<file path="config.mk">
export PLATFORM = sky130hd
export DESIGN_NAME = sqsc_queue
export DESIGN_NICKNAME = d
export VERILOG_FILES = /design/src/rtl/sqsc_pkg.sv /design/src/rtl/sqsc_queue.sv
export SDC_FILE = /design/constraint.sdc
export NUM_CORES = 1
export LEC_CHECK = 0
export BUFFER_PORTS_ARGS = -buffer_cell sky130_fd_sc_hd__buf_4
export CAP_MARGIN = 20
export CORE_MARGIN = 8
export CORE_UTILIZATION = 57
export CTS_CLUSTER_SIZE = 25
export DETAILED_ROUTE_END_ITERATION = 10
export GPL_ROUTABILITY_DRIVEN = 0
export GPL_TIMING_DRIVEN = 0
export PLACE_DENSITY_LB_ADDON = 0.05
export SLEW_MARGIN = 25
export SYNTH_ARGS = -nofsm -noshare
export SYNTH_HDL_FRONTEND = slang
export SYNTH_SLANG_ARGS = --single-unit
</file>
<file path="constraint.sdc">
create_clock -name clk -period 13.86 [get_ports clk]
set_input_delay 2.772 -clock clk [delete_from_list [all_inputs] [get_ports clk]]
set_output_delay 2.772 -clock clk [all_outputs]
set_load 0.05 [all_outputs]
</file>
<file path="src/rtl/sqsc_pkg.sv">
// Types, constants and tables of the sprite quad scissor clipper.
package sqsc_pkg;

  localparam int POS_W   = 24;
  localparam int SIZE_W  = 22;
  localparam int UV_W    = 25;
  localparam int TEX_W   = 15;
  localparam int ANC_W   = 4;
  localparam int FLIP_W  = 2;
  localparam int ROT_W   = 16;
  localparam int EDGE_W  = 26;
  localparam int ADDR_W  = 5;
  localparam int DATA_W  = 32;

  localparam int TRIM_QW = 22;
  localparam int TRIM_DW = 44;
  localparam int UV_QW   = 24;
  localparam int UV_DW   = 31;
  localparam int UVT_W   = 23;

  localparam logic [ANC_W-1:0] ANCHOR_CODE_TL = 4'd1;
  localparam logic [EDGE_W-1:0] POS_MAX_E = 26'h07FFFFF;
  localparam logic [POS_W-1:0] POS_MAX = 24'h7FFFFF;

  typedef enum logic [2:0] {
    REG_CLIP_LEFT,
    REG_CLIP_TOP,
    REG_CLIP_WIDTH,
    REG_CLIP_HEIGHT,
    REG_TEX_WIDTH,
    REG_TEX_HEIGHT
  } reg_idx_t;

  // Anchor factors in halves of the quad size; unknown codes act as center.
  localparam logic [1:0] ANCHOR_KX [16] = '{2'd1, 2'd0, 2'd1, 2'd2, 2'd2, 2'd2, 2'd1, 2'd0,
                                            2'd0, 2'd1, 2'd1, 2'd1, 2'd1, 2'd1, 2'd1, 2'd1};
  localparam logic [1:0] ANCHOR_KY [16] = '{2'd1, 2'd0, 2'd0, 2'd0, 2'd1, 2'd2, 2'd2, 2'd2,
                                            2'd1, 2'd1, 2'd1, 2'd1, 2'd1, 2'd1, 2'd1, 2'd1};

  typedef struct packed {
    logic [POS_W-1:0]  clip_left;
    logic [POS_W-1:0]  clip_top;
    logic [SIZE_W-1:0] clip_width;
    logic [SIZE_W-1:0] clip_height;
  } clip_cfg_t;

  typedef struct packed {
    logic [TEX_W-1:0] texture_width;
    logic [TEX_W-1:0] texture_height;
  } tex_cfg_t;

  // Word passed from the front end to the back end through the queue.
  typedef struct packed {
    logic [POS_W-1:0]  pos_x;
    logic [POS_W-1:0]  pos_y;
    logic [SIZE_W-1:0] wid;
    logic [SIZE_W-1:0] hgt;
    logic [SIZE_W-1:0] tx;
    logic [SIZE_W-1:0] ty;
    logic [SIZE_W-1:0] tw;
    logic [SIZE_W-1:0] th;
    logic [SIZE_W-1:0] t1x;
    logic [SIZE_W-1:0] t2x;
    logic [SIZE_W-1:0] t1y;
    logic [SIZE_W-1:0] t2y;
    logic [SIZE_W-1:0] qw;
    logic [SIZE_W-1:0] qh;
    logic [ANC_W-1:0]  anchor;
    logic [FLIP_W-1:0] flip;
    logic [ROT_W-1:0]  rot;
    logic              clipped;
  } fq_t;

  typedef struct packed {
    logic [POS_W-1:0]  pos_x;
    logic [POS_W-1:0]  pos_y;
    logic [SIZE_W-1:0] wid;
    logic [SIZE_W-1:0] hgt;
    logic [SIZE_W-1:0] tx;
    logic [SIZE_W-1:0] ty;
    logic [SIZE_W-1:0] tw;
    logic [SIZE_W-1:0] th;
    logic [ANC_W-1:0]  anchor;
    logic [FLIP_W-1:0] flip;
    logic [ROT_W-1:0]  rot;
    logic              clipped;
    logic              zx;
    logic              zy;
  } pass_t;

  typedef struct packed {
    logic [POS_W-1:0]  pos_x;
    logic [POS_W-1:0]  pos_y;
    logic [SIZE_W-1:0] wid;
    logic [SIZE_W-1:0] hgt;
    logic [UVT_W-1:0]  txn;
    logic [UVT_W-1:0]  tyn;
    logic [SIZE_W-1:0] twn;
    logic [SIZE_W-1:0] thn;
    logic [ANC_W-1:0]  anchor;
    logic [FLIP_W-1:0] flip;
    logic [ROT_W-1:0]  rot;
    logic              clipped;
  } comb_t;

endpackage

</file>
<file path="src/rtl/sqsc_queue.sv">
// Small FIFO between the front end and the back end.
module sqsc_queue import sqsc_pkg::*; #(
  parameter int DEPTH = 4
) (
  input  logic clk,
  input  logic rst,
  input  logic wr_valid,
  output logic wr_ready,
  input  fq_t  wr_data,
  output logic rd_valid,
  input  logic rd_ready,
  output fq_t  rd_data
);

  localparam int AW = (DEPTH > 1) ? $clog2(DEPTH) : 1;

  fq_t           mem [DEPTH];
  logic [AW-1:0] wr_ptr;
  logic [AW-1:0] rd_ptr;
  logic [AW:0]   count;
  logic          do_wr;
  logic          do_rd;

  assign wr_ready = count != (AW + 1)'(DEPTH);
  assign rd_valid = count != '0;
  assign rd_data  = mem[rd_ptr];
  assign do_wr    = wr_valid && wr_ready;
  assign do_rd    = rd_valid && rd_ready;

  always_ff @(posedge clk) begin
    if (rst) begin
      wr_ptr <= '0;
      rd_ptr <= '0;
      count  <= '0;
    end else begin
      if (do_wr) begin
        wr_ptr <= (wr_ptr == AW'(DEPTH - 1)) ? '0 : wr_ptr + 1'b1;
      end
      if (do_rd) begin
        rd_ptr <= (rd_ptr == AW'(DEPTH - 1)) ? '0 : rd_ptr + 1'b1;
      end
      if (do_wr && !do_rd) begin
        count <= count + 1'b1;
      end else if (do_rd && !do_wr) begin
        count <= count - 1'b1;
      end
    end
  end

  always_ff @(posedge clk) begin
    if (do_wr) begin
      mem[wr_ptr] <= wr_data;
    end
  end

endmodule

</file>
==> results.json <==
{
  "status": "completed",
  "synth_compound_area_share_pct": 0.0616,
  "tns_ns": 0,
  "fmax_mhz": 168,
  "yosys-top-cells-count": "edfxtp_1, mux4_2, buf_2",
  "grt_max_degree": 44,
  "place_area_mm2": 0.0561,
  "path_class": "flip-flop to output port",
  "synthXorXnorAreaFrac_pct": 0.0360,
  "grt_usage_pct": 23.3,
  "layout.nets": 2993,
  "crit_slowest_cell": "clkbuf_1",
  "cp-start-kind": "flip-flop",
  "antenna_found_initial": 48,
  "critical_path.top_delay_family": "buffers and inverters",
  "final_area_mm2": 0.0604,
  "design.die.area_mm2": 0.0951,
  "worst_clock_skew_ns": 0.0265,
  "cp_max_fo": 10,
  "ant_nets": 0,
  "postCtsSetupRepairBufs": 0,
  "slew_headroom_pct": 37.1,
  "fp-row-count": 107,
  "die_w_um": 308,
  "required_ns": 11.09,
  "syn_inst": 1797,
  "wl_per_cell_um": 28.3,
  "drt-initial-drc-count": 1855,
  "synthMostInstantiatedCell": "edfxtp_1",
  "synth.area.mux_share_pct": 15.5,
  "synthAdderAreaFrac_pct": 0.195,
  "hold_path.class": "flip-flop to flip-flop",
  "ctsResizeCount": 0,
  "max_stage_delay_ns": 0.74,
  "tightest_slew_ns": 0.943,
  "place_hpwl_um": 76200,
  "netlist.area_leader.share_pct": 82.6,
  "yosysTopAreaCell": "edfxtp_1",
  "intPower_uw": 8160,
  "synth_cell_type_count": 24,
  "synth_top_family_by_area": "multiplexers",
  "switching_share_pct": 32.6,
  "grt_pass1_vias": 23700,
  "dr.pass1.iters": 5,
  "tritoncts": "yes",
  "post-route-period-util_pct": 43.0,
  "synthSimpleGateAreaFrac_pct": 0.203,
  "drc": 0,
  "cp_common_cell": "buf_2",
  "start_util_pct": 57.4,
  "clk_pin_slew_ns": 0.06,
  "avgSynthCellArea_um2": 27.1,
  "period_minus_slack_ns": 5.96,
  "wirelength_um": 111000,
  "cts_root_buf": "clkbuf_16",
  "die_y_um": 308,
  "clkLatencyLatePin_ns": 0.71,
  "end_kind": "output port",
  "htreeDepth": 4,
  "worst_hold_slack_ns": 0.509,
  "hold_buffers": 0,
  "io_buffers": 674,
  "fin_total_pwr_uw": 12100,
  "syn-num-nets": 2143,
  "synth_area_mm2": 0.0487,
  "cp_cell_sequence": "buf_2 > clkbuf_1 > buf_2 > mux4_2 > buf_4",
  "setup_viol": 0,
  "synthArstFlopShare_pct": 0,
  "cts.sinks": 1349,
  "rsz0062_at_grt": "false",
  "cp.arrival_ns": 3.19,
  "ys_warn_count": 0,
  "io-pin-count": 676,
  "ir_drop_mv": 0.135,
  "slew_violations": 0,
  "synth_area_leaders": "edfxtp_1, mux4_2, buf_2, buf_6, dfxtp_1",
  "p_leak_uw": 0.0203,
  "clockBufferDepth": 3,
  "grt_first_pass_wirelength_um": 159000,
  "synth-seq-cells": 1349,
  "p_comb_share_pct": 30.2,
  "cellPowerDensity_mw_per_mm2": 201,
  "via_per_inst": 5.69,
  "hold_violations": 0,
  "power_frac_seq_pct": 41.4,
  "num_vias": 22300,
  "grt_overflow_total": 0,
  "maxCapViolations": 0,
  "ys.flop_type": "edfxtp_1",
  "synth_edf_count": 1340,
  "cts_made_buffers": 138,
  "critPathBufInv": 4,
  "area_growth_syn_to_layout_pct": 23.9,
  "coreArea_mm2": 0.0849,
  "p_switching_uw": 3950,
  "final_util_pct": 71.1,
  "seq_area_frac_synth_pct": 83.0,
  "clock_power_share_pct": 28.3,
  "layout-drive-gt1-share_pct": 46.9
}
[sequential cells by signal, indices dropped and copies added (netlist names), named ones only]
name,count
mem,1340
count,3
wr_ptr,2
rd_ptr,2
[tightest hold or removal path: cells and delay by family (launching register included)]
| family | cells | cell delay [ns] |
|---|---|---|
| simple gates | 1 | 0.06 |
| flops | 1 | 0.32 |
| compound gates | 1 | 0.07 |
[per-layer routing]
| layer | part of all wire, % | global-route usage (%) | vias up |
|---|---|---|---|
| met5 | 0.20 | 0 | - |
| met4 | 4.0 | 10.6 | 38 |
| met3 | 11 | 10.2 | 220 |
| met2 | 51 | 37.8 | 710 |
| met1 | 34 | 26.7 | 11700 |
| li1 | - | - | 9628 |
[through the flow]
step | setup WS, ns | cells
3_3_place_gp | -3.58 | 3615
6_report | 7.90 | 3924
4_1_cts | 7.70 | 3893
2_1_floorplan | 2.68 | 1797
3_5_place_dp | 8.52 | 3651
5_1_grt | 7.73 | 3913
[placed cells by master, fill, tap and decap left out, types with 2 or more instances in the layout]
cell | netlist | final
edfxtp_1 | 1340 | 1340
buf_4 | 0 | 674
mux4_2 | 335 | 335
clkbuf_16 | 0 | 143
buf_2 | 46 | 46
clkbuf_1 | 8 | 41
clkinv_1 | 0 | 33
diode_2 | 0 | 31
clkinv_2 | 0 | 21
buf_12 | 0 | 18
buf_16 | 0 | 18
buf_6 | 17 | 17
dfxtp_1 | 9 | 9
ha_1 | 6 | 6
clkinv_8 | 0 | 6
bufinv_16 | 0 | 6
buf_1 | 5 | 5
and3_4 | 0 | 4
inv_1 | 3 | 3
or3_1 | 3 | 3
nor2_1 | 3 | 3
mux2i_1 | 3 | 3
o31ai_1 | 2 | 2
xor2_1 | 2 | 2
a21oi_1 | 2 | 2
nand2b_1 | 2 | 2
[area by class of cell]
cell class	instances	area, um2
tap	1144	1430
clock buffer	176	3700
multi-input combinational	369	7840
timing repair buffer	710	5920
clock inverter	66	507
antenna	31	77.6
inverter	3	11.3
sequential	1349	40400
buffer	76	470
fill	5087	24500
[logic make-up (layout without fill, tap and decap cells)]
group                      count (synthesis)  count (layout)
buffers and inverters                     79            1031
other                                      0              31
AOI/OAI and AO/OA                          5               5
DFF                                     1349            1349
and+or+nand+nor                           17              17
xor gates and xnor gates                   2               2
muxes                                    338             338
adders and majority gates                  7               7
[power groups by stage]
stage / Combinational [uW] / Clock [uW] / Sequential [uW]
3_3_place_gp: 3610 / 0 / 5390
6_report: 3660 / 3430 / 5020
4_1_cts: 3720 / 3500 / 5020
3_5_place_dp: 3710 / 0 / 5100
5_1_grt: 3810 / 3650 / 5050
2_1_floorplan: 2450 / 0 / 5240
[path summary, 6_finish.rpt]
kind	startpoint	to	slack, ns	depth (start not counted)
min	rd_ptr[0]	flip-flop	0.51	2
max	flip-flop	rd_data[80]	7.90	5
max reg2reg	count[0]	mem[2][50]	10.80	7
min reg2reg	rd_ptr[0]	flip-flop	0.51	2
(Power assumes the default switching activity.)
