## config.mk

```make
export PLATFORM = sky130hd
export DESIGN_NAME = sqsc_front_flat
export DESIGN_NICKNAME = d
export VERILOG_FILES = /design/src/rtl/sqsc_pkg.sv /design/src/rtl/sqsc_quad_if.sv /design/src/rtl/sqsc_front.sv /design/src/flat_wrapper.sv
export SDC_FILE = /design/constraint.sdc
export NUM_CORES = 1
export LEC_CHECK = 0
export BUFFER_PORTS_ARGS = -buffer_cell sky130_fd_sc_hd__buf_2
export CAP_MARGIN = 10
export CORE_MARGIN = 1.5
export CORE_UTILIZATION = 50
export CTS_CLUSTER_DIAMETER = 30
export CTS_CLUSTER_SIZE = 25
export DETAILED_ROUTE_END_ITERATION = 6
export PLACE_DENSITY = 0.83
export SLEW_MARGIN = 40
export SYNTH_ARGS = -nofsm -noshare
export SYNTH_HDL_FRONTEND = slang
export SYNTH_SLANG_ARGS = --single-unit
```

## constraint.sdc

```tcl
create_clock -name clk -period 15.6 [get_ports clk]
set_input_delay 0.78 -clock clk [delete_from_list [all_inputs] [get_ports clk]]
set_output_delay 0.78 -clock clk [all_outputs]
set_load 0.1 [all_outputs]
```

## src/rtl/sqsc_pkg.sv

```systemverilog
// Types, constants and tables of the sprite quad scissor clipper.
package sqsc_pkg;

  localparam int POS_W   = 24;
  localparam int SIZE_W  = 22;
  localparam int UV_W    = 25;
  localparam int TEX_W   = 15;
  localparam int ANC_W   = 4;
  localparam int FLIP_W  = 2;
  localparam int ROT_W   = 16;
  localparam int EDGE_W  = 26;
  localparam int ADDR_W  = 5;
  localparam int DATA_W  = 32;

  localparam int TRIM_QW = 22;
  localparam int TRIM_DW = 44;
  localparam int UV_QW   = 24;
  localparam int UV_DW   = 31;
  localparam int UVT_W   = 23;

  localparam logic [ANC_W-1:0] ANCHOR_CODE_TL = 4'd1;
  localparam logic [EDGE_W-1:0] POS_MAX_E = 26'h07FFFFF;
  localparam logic [POS_W-1:0] POS_MAX = 24'h7FFFFF;

  typedef enum logic [2:0] {
    REG_CLIP_LEFT,
    REG_CLIP_TOP,
    REG_CLIP_WIDTH,
    REG_CLIP_HEIGHT,
    REG_TEX_WIDTH,
    REG_TEX_HEIGHT
  } reg_idx_t;

  // Anchor factors in halves of the quad size; unknown codes act as center.
  localparam logic [1:0] ANCHOR_KX [16] = '{2'd1, 2'd0, 2'd1, 2'd2, 2'd2, 2'd2, 2'd1, 2'd0,
                                            2'd0, 2'd1, 2'd1, 2'd1, 2'd1, 2'd1, 2'd1, 2'd1};
  localparam logic [1:0] ANCHOR_KY [16] = '{2'd1, 2'd0, 2'd0, 2'd0, 2'd1, 2'd2, 2'd2, 2'd2,
                                            2'd1, 2'd1, 2'd1, 2'd1, 2'd1, 2'd1, 2'd1, 2'd1};

  typedef struct packed {
    logic [POS_W-1:0]  clip_left;
    logic [POS_W-1:0]  clip_top;
    logic [SIZE_W-1:0] clip_width;
    logic [SIZE_W-1:0] clip_height;
  } clip_cfg_t;

  typedef struct packed {
    logic [TEX_W-1:0] texture_width;
    logic [TEX_W-1:0] texture_height;
  } tex_cfg_t;

  // Word passed from the front end to the back end through the queue.
  typedef struct packed {
    logic [POS_W-1:0]  pos_x;
    logic [POS_W-1:0]  pos_y;
    logic [SIZE_W-1:0] wid;
    logic [SIZE_W-1:0] hgt;
    logic [SIZE_W-1:0] tx;
    logic [SIZE_W-1:0] ty;
    logic [SIZE_W-1:0] tw;
    logic [SIZE_W-1:0] th;
    logic [SIZE_W-1:0] t1x;
    logic [SIZE_W-1:0] t2x;
    logic [SIZE_W-1:0] t1y;
    logic [SIZE_W-1:0] t2y;
    logic [SIZE_W-1:0] qw;
    logic [SIZE_W-1:0] qh;
    logic [ANC_W-1:0]  anchor;
    logic [FLIP_W-1:0] flip;
    logic [ROT_W-1:0]  rot;
    logic              clipped;
  } fq_t;

  typedef struct packed {
    logic [POS_W-1:0]  pos_x;
    logic [POS_W-1:0]  pos_y;
    logic [SIZE_W-1:0] wid;
    logic [SIZE_W-1:0] hgt;
    logic [SIZE_W-1:0] tx;
    logic [SIZE_W-1:0] ty;
    logic [SIZE_W-1:0] tw;
    logic [SIZE_W-1:0] th;
    logic [ANC_W-1:0]  anchor;
    logic [FLIP_W-1:0] flip;
    logic [ROT_W-1:0]  rot;
    logic              clipped;
    logic              zx;
    logic              zy;
  } pass_t;

  typedef struct packed {
    logic [POS_W-1:0]  pos_x;
    logic [POS_W-1:0]  pos_y;
    logic [SIZE_W-1:0] wid;
    logic [SIZE_W-1:0] hgt;
    logic [UVT_W-1:0]  txn;
    logic [UVT_W-1:0]  tyn;
    logic [SIZE_W-1:0] twn;
    logic [SIZE_W-1:0] thn;
    logic [ANC_W-1:0]  anchor;
    logic [FLIP_W-1:0] flip;
    logic [ROT_W-1:0]  rot;
    logic              clipped;
  } comb_t;

endpackage

```

## src/rtl/sqsc_quad_if.sv

```systemverilog
// Input channel carrying one sprite quad per word.
interface sqsc_quad_if import sqsc_pkg::*; ();
  logic              valid;
  logic              ready;
  logic [POS_W-1:0]  pos_x;
  logic [POS_W-1:0]  pos_y;
  logic [SIZE_W-1:0] quad_width;
  logic [SIZE_W-1:0] quad_height;
  logic [SIZE_W-1:0] texel_x;
  logic [SIZE_W-1:0] texel_y;
  logic [SIZE_W-1:0] texel_w;
  logic [SIZE_W-1:0] texel_h;
  logic [ANC_W-1:0]  anchor;
  logic [FLIP_W-1:0] flip_bits;
  logic [ROT_W-1:0]  rotation;
  logic              bypass_clip;

  modport source (output valid, pos_x, pos_y, quad_width, quad_height, texel_x, texel_y,
                  texel_w, texel_h, anchor, flip_bits, rotation, bypass_clip, input ready);
  modport sink (input valid, pos_x, pos_y, quad_width, quad_height, texel_x, texel_y,
                texel_w, texel_h, anchor, flip_bits, rotation, bypass_clip, output ready);
endinterface

```

## src/rtl/sqsc_front.sv

```systemverilog
// Front end: places the quad by its anchor, culls it and computes the trims.
module sqsc_front import sqsc_pkg::*; (
  input  logic        clk,
  input  logic        rst,
  sqsc_quad_if.sink   quad_in,
  input  clip_cfg_t   cfg,
  output logic        push_valid,
  input  logic        push_ready,
  output fq_t         push_data
);

  // Placement stage registers.
  logic              a_v;
  logic              a_clip;
  logic [EDGE_W-1:0] a_l, a_r, a_t, a_b;
  logic [POS_W-1:0]  a_px, a_py;
  logic [SIZE_W-1:0] a_qw, a_qh, a_tx, a_ty, a_tw, a_th;
  logic [ANC_W-1:0]  a_anchor;
  logic [FLIP_W-1:0] a_flip;
  logic [ROT_W-1:0]  a_rot;

  // Trim stage registers.
  logic b_v;
  logic b_cull;
  fq_t  b_data;

  logic              a_free, b_free;
  logic [SIZE_W-1:0] off_x, off_y;
  logic [EDGE_W-1:0] l_c, r_c, t_c, b_c;
  logic [EDGE_W-1:0] cl, ct, cr, cb, x1, x2, y1, y2;
  logic              cull_c;
  fq_t               b_next;

  assign push_valid    = b_v && !b_cull;
  assign push_data     = b_data;
  assign b_free        = !b_v || b_cull || push_ready;
  assign a_free        = !a_v || b_free;
  assign quad_in.ready = a_free;

  always_comb begin
    unique case (ANCHOR_KX[quad_in.anchor])
      2'd0:    off_x = '0;
      2'd1:    off_x = quad_in.quad_width >> 1;
      default: off_x = quad_in.quad_width;
    endcase
    unique case (ANCHOR_KY[quad_in.anchor])
      2'd0:    off_y = '0;
      2'd1:    off_y = quad_in.quad_height >> 1;
      default: off_y = quad_in.quad_height;
    endcase
    l_c = {{2{quad_in.pos_x[POS_W-1]}}, quad_in.pos_x} - {4'b0, off_x};
    t_c = {{2{quad_in.pos_y[POS_W-1]}}, quad_in.pos_y} - {4'b0, off_y};
    r_c = l_c + {4'b0, quad_in.quad_width};
    b_c = t_c + {4'b0, quad_in.quad_height};
  end

  always_ff @(posedge clk) begin
    if (rst) begin
      a_v <= 1'b0;
    end else if (a_free) begin
      a_v <= quad_in.valid;
    end
  end

  always_ff @(posedge clk) begin
    if (a_free && quad_in.valid) begin
      a_clip   <= !quad_in.bypass_clip && (cfg.clip_width != '0) && (cfg.clip_height != '0);
      a_l      <= l_c;
      a_r      <= r_c;
      a_t      <= t_c;
      a_b      <= b_c;
      a_px     <= quad_in.pos_x;
      a_py     <= quad_in.pos_y;
      a_qw     <= quad_in.quad_width;
      a_qh     <= quad_in.quad_height;
      a_tx     <= quad_in.texel_x;
      a_ty     <= quad_in.texel_y;
      a_tw     <= quad_in.texel_w;
      a_th     <= quad_in.texel_h;
      a_anchor <= quad_in.anchor;
      a_flip   <= quad_in.flip_bits;
      a_rot    <= quad_in.rotation;
    end
  end

  always_comb begin
    cl = {{2{cfg.clip_left[POS_W-1]}}, cfg.clip_left};
    ct = {{2{cfg.clip_top[POS_W-1]}}, cfg.clip_top};
    cr = cl + {4'b0, cfg.clip_width};
    cb = ct + {4'b0, cfg.clip_height};
    // Edges that only touch the scissor edge keep the quad.
    cull_c = a_clip && (($signed(a_l) > $signed(cr)) || ($signed(a_r) < $signed(cl)) ||
                        ($signed(a_t) > $signed(cb)) || ($signed(a_b) < $signed(ct)));
    x1 = ($signed(a_l) > $signed(cl)) ? a_l : cl;
    y1 = ($signed(a_t) > $signed(ct)) ? a_t : ct;
    x2 = ($signed(a_r) < $signed(cr)) ? a_r : cr;
    y2 = ($signed(a_b) < $signed(cb)) ? a_b : cb;

    b_next.tx   = a_tx;
    b_next.ty   = a_ty;
    b_next.tw   = a_tw;
    b_next.th   = a_th;
    b_next.qw   = a_qw;
    b_next.qh   = a_qh;
    b_next.flip = a_flip;
    if (a_clip) begin
      b_next.pos_x   = ($signed(x1) > $signed(POS_MAX_E)) ? POS_MAX : x1[POS_W-1:0];
      b_next.pos_y   = ($signed(y1) > $signed(POS_MAX_E)) ? POS_MAX : y1[POS_W-1:0];
      b_next.wid     = SIZE_W'(x2 - x1);
      b_next.hgt     = SIZE_W'(y2 - y1);
      b_next.t1x     = SIZE_W'(x1 - a_l);
      b_next.t2x     = SIZE_W'(a_r - x2);
      b_next.t1y     = SIZE_W'(y1 - a_t);
      b_next.t2y     = SIZE_W'(a_b - y2);
      b_next.anchor  = ANCHOR_CODE_TL;
      b_next.rot     = '0;
      b_next.clipped = 1'b1;
    end else begin
      b_next.pos_x   = a_px;
      b_next.pos_y   = a_py;
      b_next.wid     = a_qw;
      b_next.hgt     = a_qh;
      b_next.t1x     = '0;
      b_next.t2x     = '0;
      b_next.t1y     = '0;
      b_next.t2y     = '0;
      b_next.anchor  = a_anchor;
      b_next.rot     = a_rot;
      b_next.clipped = 1'b0;
    end
  end

  always_ff @(posedge clk) begin
    if (rst) begin
      b_v <= 1'b0;
    end else if (b_free) begin
      b_v <= a_v;
    end
  end

  always_ff @(posedge clk) begin
    if (b_free && a_v) begin
      b_cull <= cull_c;
      b_data <= b_next;
    end
  end

endmodule

```

## src/flat_wrapper.sv

```systemverilog
// flat-port wrapper written by rule: the top's interface ports become plain ports
module sqsc_front_flat import sqsc_pkg::*;
  (clk, rst, cfg, push_valid, push_ready, push_data, quad_in_valid, quad_in_pos_x, quad_in_pos_y, quad_in_quad_width, quad_in_quad_height, quad_in_texel_x, quad_in_texel_y, quad_in_texel_w, quad_in_texel_h, quad_in_anchor, quad_in_flip_bits, quad_in_rotation, quad_in_bypass_clip, quad_in_ready);
  sqsc_quad_if quad_in_i ();
  input  logic clk;
  input  logic rst;
  input  clip_cfg_t cfg;
  output logic push_valid;
  input  logic push_ready;
  output fq_t push_data;
  input wire logic [$bits(quad_in_i.valid)-1:0] quad_in_valid;
  input wire logic [$bits(quad_in_i.pos_x)-1:0] quad_in_pos_x;
  input wire logic [$bits(quad_in_i.pos_y)-1:0] quad_in_pos_y;
  input wire logic [$bits(quad_in_i.quad_width)-1:0] quad_in_quad_width;
  input wire logic [$bits(quad_in_i.quad_height)-1:0] quad_in_quad_height;
  input wire logic [$bits(quad_in_i.texel_x)-1:0] quad_in_texel_x;
  input wire logic [$bits(quad_in_i.texel_y)-1:0] quad_in_texel_y;
  input wire logic [$bits(quad_in_i.texel_w)-1:0] quad_in_texel_w;
  input wire logic [$bits(quad_in_i.texel_h)-1:0] quad_in_texel_h;
  input wire logic [$bits(quad_in_i.anchor)-1:0] quad_in_anchor;
  input wire logic [$bits(quad_in_i.flip_bits)-1:0] quad_in_flip_bits;
  input wire logic [$bits(quad_in_i.rotation)-1:0] quad_in_rotation;
  input wire logic [$bits(quad_in_i.bypass_clip)-1:0] quad_in_bypass_clip;
  output wire logic [$bits(quad_in_i.ready)-1:0] quad_in_ready;
  assign quad_in_i.valid = quad_in_valid;
  assign quad_in_i.pos_x = quad_in_pos_x;
  assign quad_in_i.pos_y = quad_in_pos_y;
  assign quad_in_i.quad_width = quad_in_quad_width;
  assign quad_in_i.quad_height = quad_in_quad_height;
  assign quad_in_i.texel_x = quad_in_texel_x;
  assign quad_in_i.texel_y = quad_in_texel_y;
  assign quad_in_i.texel_w = quad_in_texel_w;
  assign quad_in_i.texel_h = quad_in_texel_h;
  assign quad_in_i.anchor = quad_in_anchor;
  assign quad_in_i.flip_bits = quad_in_flip_bits;
  assign quad_in_i.rotation = quad_in_rotation;
  assign quad_in_i.bypass_clip = quad_in_bypass_clip;
  assign quad_in_ready = quad_in_i.ready;
  sqsc_front u_core (.clk(clk), .rst(rst), .quad_in(quad_in_i), .cfg(cfg), .push_valid(push_valid), .push_ready(push_ready), .push_data(push_data));
endmodule
```

==> impl_metrics.tcl <==
set metrics [dict create \
    critPathLaunchType "input pin" \
    cts_tree "done" \
    cpMaxStageDelayCell "o41ai_1" \
    p_seq_share_pct 26.3 \
    ys.flop_type "edfxtp_1" \
    min_from "quad_in_texel_w[11]" \
    drt_iter0_markers 3194 \
    grt_pass1_wl_microns 175000 \
    area_growth_pct 24.1 \
    root_buffer "clkbuf_16" \
    post-place-cells 5135 \
    rsz0062_at_grt "false" \
    critPathMaxFanout 42 \
    rows 102 \
    synthArstFlopShare_pct 0 \
    yosys-top-cells-area "edfxtp_1 49%, ha_1 14%, a21oi_1 4.1%" \
    drive_above_1_share_pct 22.4 \
    synth_edf_count 641 \
    cts_resized 0 \
    dr.pass1.iters 6 \
    htreeDepth 4 \
    grt_pass1_vias 30000 \
    cellPowerDensity_mw_per_mm2 188 \
    ys_ff_latch 643 \
    worst-slew-pin-transition_ns 0.919 \
    ys_seq_area_share_pct 49.5 \
    p_leak_nw 21.3 \
    core_sq_mm 0.0773 \
    antenna_found_initial 23 \
    die_area_sq_mm 0.0796 \
    r2r_slack_ns 7.92 \
    finalCriticalPeriod_ns 9.35 \
    cts.reportedPaths.clkPinSlew_ns 0.05 \
    final-setup-viol-count 0 \
    switchingPower_w 0.00366 \
    final_cells 5398 \
    synth_nets 4256 \
    routed_wirelength_microns 120000 \
    vdd_drop_max_mv 0.125 \
    clkSinkCount 643 \
    fin_util_pct 62.5 \
    final.setup_skew_ns 0.0637 \
    drc_errors 0 \
    path_class "input pin to flip-flop" \
    die_w_microns 282 \
    postSynthAreaPerCell_sq_um 11.2 \
    clock_path_buffers 3 \
    final_nets 4995 \
    die-height_microns 282 \
    end_kind "flip-flop" \
    period_share_pct 59.9 \
    maxCapViolations 0 \
    overflow 0 \
    fmax_mhz 107 \
    synth_top_area_share_pct 49.4 \
    combPwrFrac_pct 41.5 \
    gr-usage-all-layers_pct 29.1 \
    io_pins 636 \
    worstPathArrival_ns 9.84 \
    num_vias 31100 \
    hp-class "input pin to flip-flop" \
    start_util_pct 50.4 \
    hold_buffers 0 \
    avgRoutedWirePerCell_microns 22.2 \
    p_clk_share_pct 32.2 \
    grt_max_degree 165 \
    fin_setup_tns_ns 0 \
    cpPeakStageDelay_ns 0.60 \
    hold_end "u_core.a_tw[11]" \
    hold_viol_final 0 \
    swShare_pct 40.2 \
    drv_slew 0 \
    clk_latency_ns 0.74 \
    r2r.worst_path.cells 26 \
    ys_warn_count 0 \
    p_int_w 0.00543 \
    place_area_sq_mm 0.0435 \
    syn_area_sq_mm 0.0390 \
    cts_buffers 136 \
    whs_path_depth 1 \
    synth_area_leader_cell "edfxtp_1" \
    drtAntennaViolNets 0 \
    postCtsSetupRepairBufs 0 \
    timing.slew.headroom_pct 38.2 \
    r2r_end "u_core.push_data[286]" \
    status "complete, no violations" \
    cp_common_cell "o21ai_0" \
    vias_per_cell 5.77 \
    final_area_sq_mm 0.0484 \
    routabilityCongestion 0.975 \
    portBuffers 635 \
    syn_inst 3495 \
    r2r-start "u_core.a_r[1]" \
    ys_types 78 \
    crit_required_ns 16.09 \
    dpl.hpwl_microns 90700 \
]
power groups by stage:
stage | registers [W] | clock network (W) | logic [W]
after floorplan | 0.00301 | 0 | 0.00216
after global placement | 0.00241 | 0 | 0.00357
after detailed placement | 0.00241 | 0 | 0.00365
after CTS | 0.00239 | 0.00296 | 0.00371
after global routing | 0.00241 | 0.00304 | 0.00407
final | 0.00240 | 0.00293 | 0.00377
cell usage after synthesis (45+ instances only):
cell      instances
a21o_1          119
a21oi_1         319
and2_1           57
clkbuf_1         48
edfxtp_1        641
ha_1            450
inv_1           303
mux2_2           50
nand2_1         127
nand3_1          60
nor2_1          285
nor2b_1         101
nor3_1           58
o21a_1           45
o21ai_0         142
xnor2_1         157
xor2_1           52
critical path: cells and delay by family:
family	cells	cell delay, ns
and+or+nand+nor	8	1.27
muxes	3	0.83
adders and majority gates	5	1.36
AOI/OAI and AO/OA	19	4.93
buffers and inverters	3	0.57
xor gates and xnor gates	1	0.09
worst max path at each step:
stage / startpoint / endpoint / cells past startpoint
floorplan: u_core.b_v / u_core.b_cull / 3
global placement: cfg[44] / u_core.push_data[261] / 39
detailed placement: cfg[44] / u_core.push_data[261] / 39
CTS: cfg[44] / u_core.push_data[261] / 39
global route: cfg[44] / u_core.push_data[261] / 39
finish: cfg[44] / u_core.push_data[261] / 39
sequential cells by signal, indices dropped and copies added, names as in the netlist, 24 cells and up:
register,cells
u_core.push_data,335
u_core.a_b,26
u_core.a_r,26
u_core.a_t,25
u_core.a_l,25
u_core.a_py,24
u_core.a_px,24
per-stage QoR:
step,power [W],setup slack [ns],hold slack (ns)
CTS,0.00906,6.56,0.163
detailed placement,0.00606,5.89,0.405
finish,0.00909,6.25,0.208
global placement,0.00599,6.20,0.400
global route,0.00952,5.69,0.182
floorplan,0.00517,5.30,0.400
placed cells by master, fill, tap and decap left out, types with 127 or more instances in the layout:
cell type	instances
ha_1	450
nor2_1	283
xnor2_1	157
edfxtp_1	641
a21oi_1	318
inv_1	303
o21ai_0	140
nand2_1	127
clkbuf_16	137
buf_2	635
area by class of cell:
class | instances | area [sq um]
Tap cell | 1040 | 1300
Inverter | 313 | 1170
Multi-Input combinational cell | 2485 | 18400
Clock inverter | 97 | 1290
Fill cell | 5923 | 29000
Timing Repair Buffer | 655 | 3400
Clock buffer | 151 | 3500
Antenna cell | 14 | 35.0
Sequential cell | 643 | 19300
metal layers:
layer | routed length (microns) | track usage, % | share of wire (%)
met3 | 10600 | 6.38 | 8.8
met1 | 49900 | 38.8 | 42
met4 | 5090 | 13.8 | 4.3
met5 | 109 | 0 | 0.091
met2 | 54100 | 45.0 | 45
cell families after synthesis:
group | synth area share [%]
buffers and inverters | 3.55
AO/OA/AOI/OAI | 13.9
flip-flops | 49.5
multiplexers | 1.71
AND/OR/NAND/NOR | 11.5
XOR/XNOR | 4.70
adder cells (fa/ha/maj) | 15.1
(Power assumes the default switching activity.)
